$ cat config.mk
export PLATFORM = sky130hd
export DESIGN_NAME = msdst_cell
export DESIGN_NICKNAME = d
export VERILOG_FILES = /design/src/rtl/msdst_pkg.sv /design/src/rtl/msdst_cell.sv
export SDC_FILE = /design/constraint.sdc
export NUM_CORES = 1
export LEC_CHECK = 0
export ABC_AREA = 1
export BUFFER_PORTS_ARGS = -buffer_cell sky130_fd_sc_hd__buf_2
export CAP_MARGIN = 20
export CORE_MARGIN = 10
export CORE_UTILIZATION = 45
export DETAILED_ROUTE_END_ITERATION = 7
export PLACE_DENSITY = 0.82
export SETUP_SLACK_MARGIN = 0.4
export SLEW_MARGIN = 20
export SYNTH_ARGS = -nofsm -noshare
export SYNTH_HDL_FRONTEND = slang
export SYNTH_SLANG_ARGS = --single-unit
$ cat constraint.sdc
create_clock -name clock -period 3.59 [get_ports clock]
set_input_delay 0.5385 -clock clock [delete_from_list [all_inputs] [get_ports clock]]
set_output_delay 0.5385 -clock clock [all_outputs]
set_load 0.05 [all_outputs]
$ cat src/rtl/msdst_pkg.sv
// shared types, constants and codes for the mass-sorted score table
// no dependencies
package msdst_pkg;

   localparam int CAPACITY    = 64;
   localparam int IDX_W       = $clog2(CAPACITY);
   localparam int LEAVES      = 1 << IDX_W;
   localparam int COUNT_W     = $clog2(CAPACITY + 1);
   localparam int SCAN_W      = $clog2(IDX_W + 1);
   localparam int MASS_W      = 24;
   localparam int SCORE_W     = 32;
   localparam int TAG_W       = 16;
   localparam int CMD_W       = 2;
   localparam int STATUS_W    = 3;
   localparam int RSP_COUNT_W = 7;

   typedef enum logic [CMD_W-1:0] {
      CMD_INSERT = 2'd0,
      CMD_REMOVE = 2'd1,
      CMD_CLEAR  = 2'd2,
      CMD_NONE   = 2'd3
   } cmd_type;

   typedef enum logic [STATUS_W-1:0] {
      ST_INSERTED  = 3'd0,
      ST_REPLACED  = 3'd1,
      ST_DISCARDED = 3'd2,
      ST_REMOVED   = 3'd3,
      ST_EMPTY     = 3'd4,
      ST_FULL      = 3'd5,
      ST_CLEARED   = 3'd6,
      ST_SPARE     = 3'd7
   } status_type;

   typedef struct packed {
      logic [MASS_W-1:0]         mass;
      logic signed [SCORE_W-1:0] score;
      logic [TAG_W-1:0]          tag;
   } entry_type;

   typedef struct packed {
      logic load_new;
      logic take_left;
      logic take_right;
   } cell_ctl_type;

   typedef struct packed {
      logic mass_lt;
      logic mass_eq;
      logic score_ge;
   } cell_flag_type;

   typedef enum logic [2:0] {
      S_IDLE = 3'b001,
      S_SCAN = 3'b010,
      S_EXEC = 3'b100
   } state_type;

endpackage

$ cat src/rtl/msdst_cell.sv
// one table slot: holds an entry, compares it with the incoming word
// depends on msdst_pkg
module msdst_cell (
   input  logic                   clock,
   input  msdst_pkg::cell_ctl_type ctl,
   input  msdst_pkg::entry_type   new_entry,
   input  msdst_pkg::entry_type   left_entry,
   input  msdst_pkg::entry_type   right_entry,
   output msdst_pkg::entry_type   entry_q,
   output msdst_pkg::cell_flag_type flags
);

   msdst_pkg::entry_type entry_ff;
   msdst_pkg::entry_type entry_in;

   always_comb begin
      priority if (ctl.load_new) begin
         entry_in = new_entry;
      end else if (ctl.take_left) begin
         entry_in = left_entry;
      end else if (ctl.take_right) begin
         entry_in = right_entry;
      end else begin
         entry_in = entry_ff;
      end
   end

   always_ff @(posedge clock) begin
      entry_ff <= entry_in;
   end

   assign entry_q        = entry_ff;
   assign flags.mass_lt  = new_entry.mass < entry_ff.mass;
   assign flags.mass_eq  = new_entry.mass == entry_ff.mass;
   assign flags.score_ge = $signed(new_entry.score) >= $signed(entry_ff.score);

endmodule

==> parameters.txt, run 1 <==
Parameter                              Value

Yosys
  Post-synthesis net count    roughly 900
  Post-synthesis instance total    approximately 630
  Library cell occupying the most area in the post-synthesis netlist    sky130_fd_sc_hd__edfxtp_1
  Library cells used by synthesis    25
  Cell types with the largest area share after synthesis    sky130_fd_sc_hd__edfxtp_1 43%, sky130_fd_sc_hd__a21oi_1 16%, sky130_fd_sc_hd__ha_1 14%, sky130_fd_sc_hd__nand2_1 9.1%, sky130_fd_sc_hd__nor2_1 6.2%
  Synth top area share    between 40% and 50%
  Flip-flop cell with the highest count after synthesis    sky130_fd_sc_hd__edfxtp_1
  Sequential cell area fraction in the yosys report    42.64%
  Summed instance area of the synthesized netlist    0.005071 sq mm
  Cell with the most instances after synthesis    sky130_fd_sc_hd__a21oi_1
  Average cell area after synthesis    8.024 sq um
  Count of flip-flops with a built-in enable after synthesis    72
  Fraction of synthesis flops using an asynchronous set or reset pin    0%
  Most common library cells after synthesis    167 x sky130_fd_sc_hd__a21oi_1, 123 x sky130_fd_sc_hd__nand2_1, 84 x sky130_fd_sc_hd__nor2_1
  Seq cells post-synth    72
  Synthesis warning total    0

STA
  Max frequency    approximately 0.37 GHz
  Total count of max-transition violations in the final report    0
  Post-layout worst setup margin    about 0.9 ns
  Setup TNS    0 ns
  RSZ-0062 raised after global routing    no
  Final Hold Viols    0
  Crit path time final    2.693 ns
  Final worst path period share    around three quarters
  Max-slew headroom at the worst pin    a little under half
  Slew at the pin with the worst max-slew slack    0.8095 ns
  Final setup violation count    0

Drt
  Average detailed-routed wire length per instance    approximately 17 um
  Number of remaining DRC errors    0
  Detailed-routing iteration count for the pre-antenna-repair pass    4
  WL final    around 18000 um
  Total vias in the final route    roughly 5300
  Detailed Route Iter0 Violations    248
  Via density    5.017
  Antenna violation net count after detailed routing    0

Power and ir drop
  Leakage power figure    3.646 nW
  Worst VDD drop    between 200 and 250 uV
  Pwr/cell area    422.7 mW/mm^2

Global routing
  Via count of the first global-routing pass    5478
  Most used routing layer    met2
  GR Layer Usage met2    between 30% and 40%
  Met1 GRT Util    22.34%
  Antenna violations before repair    0
  Aggregate global-route resource usage    roughly a fifth
  Wire length of the first global-routing pass    27440 um
  GRT Residual Overflow    0
  GR Layer Usage met3    9.144%
  Largest net degree at the start of global routing    75

Place
  Global placer's final weighted congestion    0.8422
  Pre-CTS setup slack    0.9618 ns
  Total of buffers placed on input and output ports    a little under 300
  Dpl hpwl    13930 um

CTS
  Number of buffers on the longest clock path    2
  Cts bufs inserted    9
  Post-CTS setup buffers    0
  Clock net sink count    72
  Clock transition at path regs    ~0.050 ns
  H-tree depth reported by CTS    3
  Total of hold buffers inserted after clock tree synthesis    0
  TritonCTS clock tree    yes
  Post-CTS resize count    0
  Root buffer selected by CTS    sky130_fd_sc_hd__clkbuf_16

Final layout
  Number of inserted diodes    0
  Fraction of final layout cells sized beyond drive strength 1    between 30% and 40%
  Flip-flop count of the largest register after layout    72
  Filler cell count in the final layout    997
  Layout overhead on the synthesized area    36.34%
  Post-layout nets    1189

Setup path
  Critical Path Sink Type    output pin
  CP max stage delay    0.38 ns
  Arrival time reported for the critical path endpoint    2.15 ns
  First element of the critical path    entry_q[65]$_DFFE_PP_
  Setup CP Type    register to output pin
  Required time at the worst-slack endpoint    roughly 3.1 ns
  Critical path launch point type    register
  Critical Path Fanout Max    2
  Crit path max-delay cell type    sky130_fd_sc_hd__edfxtp_1
  Worst setup path endpoint    flags[2]
  Cells along the critical path    inv_1 -> ha_1 -> nand2_1 -> inv_1 -> o21ai_1 -> a21oi_1 -> nor4_1 -> nand2_1 -> nor2_1 -> buf_2

Die
  Height of the die    126.2 um
  Die Outline Area    0.01592 sq mm
  Horizontal die dimension    126.2 um
  Io pins    295
  Starting density of the core    46.37%
  Area of the core    between 0.01 and 0.015 sq mm
  Row count    38

Outcome
  Run status    finished clean

Job
  Max-cap violation count    0

Min path
  Worst min-delay path class    input port to register
power breakdown:
part | switching [mW] | internal [mW] | leakage, nW | total [mW]
Clock | 0.340 | 0.461 | 0.130 | 0.801
Sequential | 0.0406 | 1.04 | 0.739 | 1.08
Combinational | 0.725 | 0.316 | 2.78 | 1.04
worst min-delay path by stage:
| stage | from | end | slack [ns] | depth (start not counted) |
|---|---|---|---|---|
| after floorplan | new_entry[0] | entry_q[0]$_DFFE_PP_ | 0.77 | 2 |
| after global placement | new_entry[6] | entry_q[6]$_DFFE_PP_ | 0.86 | 3 |
| after detailed placement | new_entry[2] | entry_q[2]$_DFFE_PP_ | 0.86 | 3 |
| after CTS | new_entry[9] | entry_q[9]$_DFFE_PP_ | 0.52 | 3 |
| after global routing | new_entry[6] | entry_q[6]$_DFFE_PP_ | 0.54 | 3 |
| final | new_entry[2] | entry_q[2]$_DFFE_PP_ | 0.53 | 3 |
stage by stage:
step | util [%] | cells | power [mW] | hold WS [ns] | area, sq um
after floorplan | - | 632 | 1.813 | 0.7684 | 5077
after global placement | 60.88 | 1042 | 2.125 | 0.8587 | 6658
after CTS | 63.23 | 1058 | 2.949 | 0.5210 | 6914
final | 63.23 | 1058 | 2.923 | 0.5321 | 6914
after detailed placement | 60.88 | 1042 | 2.145 | 0.8610 | 6658
after global routing | 63.23 | 1058 | 3.087 | 0.5396 | 6914
cell usage in the layout (no fill, tap or decap), types with 2 or more instances in the layout:
master	netlist	layout
sky130_fd_sc_hd__clkbuf_16	0	9
sky130_fd_sc_hd__nand3_1	7	7
sky130_fd_sc_hd__inv_2	5	5
sky130_fd_sc_hd__inv_1	66	66
sky130_fd_sc_hd__ha_1	56	56
sky130_fd_sc_hd__clkbuf_1	14	2
sky130_fd_sc_hd__a21oi_1	167	167
sky130_fd_sc_hd__nand4_1	4	4
sky130_fd_sc_hd__clkinv_2	0	4
sky130_fd_sc_hd__buf_2	15	294
sky130_fd_sc_hd__nor2_1	84	84
sky130_fd_sc_hd__a22oi_1	2	2
sky130_fd_sc_hd__o21ai_0	2	2
sky130_fd_sc_hd__nand2_4	1	2
sky130_fd_sc_hd__o21ai_1	3	3
sky130_fd_sc_hd__buf_4	0	5
sky130_fd_sc_hd__nand2_1	123	122
sky130_fd_sc_hd__edfxtp_1	72	72
critical path, delay by kind of cell, from the launching register on:
kind / cells / cell delay [ns]
and+or+nand+nor: 4 / 0.67
DFF: 1 / 0.38
buffers and inverters: 3 / 0.38
adders and majority gates: 1 / 0.23
AOI/OAI and AO/OA: 2 / 0.17
layer usage:
metal | routed length (um) | vias up | share of wire (%)
met3 | 1938 | 16 | 11
met4 | 204 | 0 | 1.2
met5 | 0 | - | 0
met1 | 6609 | 2361 | 38
li1 | - | 2698 | -
met2 | 8795 | 233 | 50
cell families after synthesis:
kind of cell    share of synthesized area, %
compound gates                         18.06
fa+ha+maj                              13.82
buf+inv                                7.846
flops                                  42.64
simple gates                           17.64
layout make-up:
type	instances	area [sq um]	share of cell area, %
Tap cell	140	175.2	2.533
Multi-Input combinational cell	459	2525	36.52
Clock inverter	5	23.77	0.3438
Timing Repair Buffer	300	1529	22.11
Sequential cell	72	2162	31.27
Clock buffer	11	232.7	3.366
Inverter	71	266.5	3.855
(Power assumes the default switching activity.)
==> inputs of run 2 (changes only) <==
Clock period 3.59 ns to 2.8 ns, I/O delays scaled along.
==> run 2 against run 1 <==
Against the previous run:
- cell area rose by 3.3%
- cell count barely moved
- setup slack got worse by 0.46 ns
- sequential cell count did not move
- combinational power rose by 36%
- critical path depth did not move
- sequential power rose by 29%
- hold slack got worse by 0.11 ns
- power rose by 34%
- sequential share of layout area fell by 1.0 points
- global-route usage rose by 0.23 points
- via count rose by 4.0%
- critical path type unchanged
==> parameters.txt, run 2 (same netlist as run 1, synthesis figures left out) <==
Parameter                              Value

STA
  Crit path time final    2.365 ns
  Slew at the pin with the worst max-slew slack    0.8186 ns (was 0.8095 ns)
  Post-layout worst setup margin    0.4348 ns (was 0.8966 ns)
  Total count of max-transition violations in the final report    0 (unchanged)
  Setup TNS    0 ns (unchanged)
  RSZ-0062 raised after global routing    yes (was no)
  Max-slew headroom at the worst pin    45.43% (was 46.04%)
  Final Hold Viols    0 (unchanged)
  Final worst path period share    a little over four fifths
  Max frequency    around 0.42 GHz
  Final setup violation count    0 (unchanged)

Job
  Max-cap violation count    0 (unchanged)

CTS
  Root buffer selected by CTS    sky130_fd_sc_hd__clkbuf_16 (unchanged)
  Clock transition at path regs    0.06 ns (was 0.05 ns)
  Number of buffers on the longest clock path    2 (unchanged)
  TritonCTS clock tree    yes (unchanged)
  Total of hold buffers inserted after clock tree synthesis    0 (unchanged)
  H-tree depth reported by CTS    3 (unchanged)
  Cts bufs inserted    9 (unchanged)
  Clock net sink count    72 (unchanged)

Setup path
  Arrival time reported for the critical path endpoint    1.95 ns (was 2.15 ns)
  Buf+Inv Stages, Crit Path    2 (was 3)
  Setup CP Type    register to output pin (unchanged)
  Crit path max-delay cell type    sky130_fd_sc_hd__edfxtp_1 (unchanged)
  Cells along the critical path    inv_1 -> ha_1 -> nand2_1 -> o21ai_1 -> nand3_1 -> nand2_1 -> nand2_1 -> a21oi_1 -> nor2_2 -> buf_6 (was inv_1 -> ha_1 -> nand2_1 -> inv_1 -> o21ai_1 -> a21oi_1 -> nor4_1 -> nand2_1 -> nor2_1 -> buf_2)
  CP max stage delay    0.37 ns (was 0.38 ns)
  Critical Path Fanout Max    2 (unchanged)
  Critical Path Sink Type    output pin (unchanged)
  Critical path launch point type    register (unchanged)
  Most repeated library cell on the critical path    sky130_fd_sc_hd__nand2_1
  Required time at the worst-slack endpoint    2.38 ns (was 3.05 ns)
  Gate family responsible for the most delay along the worst path    simple AND/OR/NAND/NOR gates (unchanged)

Die
  Die Outline Area    0.01592 sq mm (unchanged)
  Height of the die    126.2 um (unchanged)
  Starting density of the core    46.37% (unchanged)
  Horizontal die dimension    126.2 um (unchanged)
  Area of the core    0.01094 sq mm (unchanged)
  Row count    38 (unchanged)
  Io pins    295 (unchanged)

Power and ir drop
  Combinational group share of total power    36.0% (was 35.6%)
  Leakage power figure    3.675 nW (was 3.646 nW)
  Pwr/cell area    549.4 mW/mm^2 (was 422.7 mW/mm^2)
  Switching power of the nets    1.464 mW (was 1.105 mW)
  Internal Power    2.461 mW (was 1.818 mW)
  Proportion of total power due to net switching    37.30% (was 37.82%)
  Sequential power share    35.5% (was 37.0%)
  Portion of total power attributed to the clock network    28.5% (was 27.4%)
  Worst VDD drop    269.7 uV (was 229.9 uV)

Final layout
  Sequential standard cell area    0.002162 sq mm (unchanged)
  Fraction of final layout cells sized beyond drive strength 1    38.34% (was 35.51%)
  Post-layout nets    1190 (was 1189)
  Flip-flop count of the largest register after layout    72 (unchanged)
  Filler cell count in the final layout    951 (was 997)
  Commonest non-fill, non-tap cell in the layout    sky130_fd_sc_hd__buf_2 (unchanged)
  Top library cells by usage in the layout, fill and taps aside    291 x sky130_fd_sc_hd__buf_2, 162 x sky130_fd_sc_hd__a21oi_1, 121 x sky130_fd_sc_hd__nand2_1 (was 294 x sky130_fd_sc_hd__buf_2, 167 x sky130_fd_sc_hd__a21oi_1, 122 x sky130_fd_sc_hd__nand2_1)
  Layout overhead on the synthesized area    40.86% (was 36.34%)
  Area of the multi-input gates    0.002679 sq mm (was 0.002525 sq mm)
  Final standard cell count with taps included and fillers excluded    1059 (was 1058)

Place
  Global placer's final weighted congestion    0.8795 (was 0.8422)
  Dpl hpwl    14490 um (was 13930 um)
  Pre-CTS setup slack    0.5208 ns (was 0.9618 ns)
  Total of buffers placed on input and output ports    294 (unchanged)
  Instance count after placement with tap cells included    1042 (unchanged)

Global routing
  Via count of the first global-routing pass    5456 (was 5478)
  Wire length of the first global-routing pass    27880 um (was 27440 um)
  Largest net degree at the start of global routing    75 (unchanged)
  Aggregate global-route resource usage    21.23% (was 21.00%)
  GRT Residual Overflow    0 (unchanged)
  Antenna violations before repair    1 (was 0)

Drt
  Number of remaining DRC errors    0 (unchanged)
  Via density    5.211 (was 5.017)
  Detailed Route Iter0 Violations    369 (was 248)
  Antenna violation net count after detailed routing    0 (unchanged)
  WL final    18530 um (was 17550 um)
  Detailed-routing iteration count for the pre-antenna-repair pass    5 (was 4)
  Total vias in the final route    5518 (was 5308)
  Average detailed-routed wire length per instance    17.49 um (was 16.59 um)

Min path
  Worst min-delay path class    input port to register (unchanged)

Outcome
  Run status    finished clean (unchanged)
## run 2: cell count changes in the layout (fill, tap and decap cells not counted), sizes merged
cell and delta:
clkinv -3, clkinvlp +3, clkbuf -2, buf +1
bufinv +1, diode +1
## run 2: final timing paths
kind	from	endpoint	depth (start not counted)
setup / recovery	entry_q[50]$_DFFE_PP_	flags[2]	10
hold / removal	new_entry[7]	entry_q[7]$_DFFE_PP_	3
## run 2: metal layers
| layer | vias to the layer above | track usage [%] | share of wire, % |
|---|---|---|---|
| met5 | - | 0 | 0 |
| met4 | 0 | 4.421 | 1.4 |
| met3 | 18 | 6.795 | 9.4 |
| met2 | 303 | 38.60 | 52 |
| met1 | 2485 | 23.64 | 38 |
| li1 | 2712 | - | - |
## run 2: power groups by stage
stage / logic [mW] / registers [mW] / clock network (mW)
global route: 1.54 / 1.40 / 1.19
floorplan: 0.474 / 1.85 / 0
detailed placement: 1.35 / 1.41 / 0
global placement: 1.33 / 1.41 / 0
finish: 1.41 / 1.39 / 1.12
CTS: 1.36 / 1.39 / 1.14
## run 2: through the flow
stage	util (%)	power [mW]	area [sq um]	hold slack [ns]
2_1_floorplan	-	2.326	5087	0.6499
4_1_cts	63.75	3.890	6972	0.4100
3_3_place_gp	61.06	2.740	6678	0.7424
5_1_grt	65.32	4.131	7143	0.4176
3_5_place_dp	61.06	2.762	6678	0.7480
6_report	65.32	3.924	7143	0.4243
## run 2: cell type report
cell class,instances,share of cell area [%]
Timing Repair Buffer,301,22.00
Multi-Input combinational cell,459,37.50
Clock buffer,9,3.153
Clock inverter,6,0.8583
Tap cell,140,2.452
Inverter,71,3.731
Antenna cell,1,0.03503
Sequential cell,72,30.27
## run 2: timing repair
item / CTS / global route
setup buffers: 0 / 1
resized for setup: 3 / 30
pin swaps: 0 / 10
setup endpoints to repair: 3 / 3
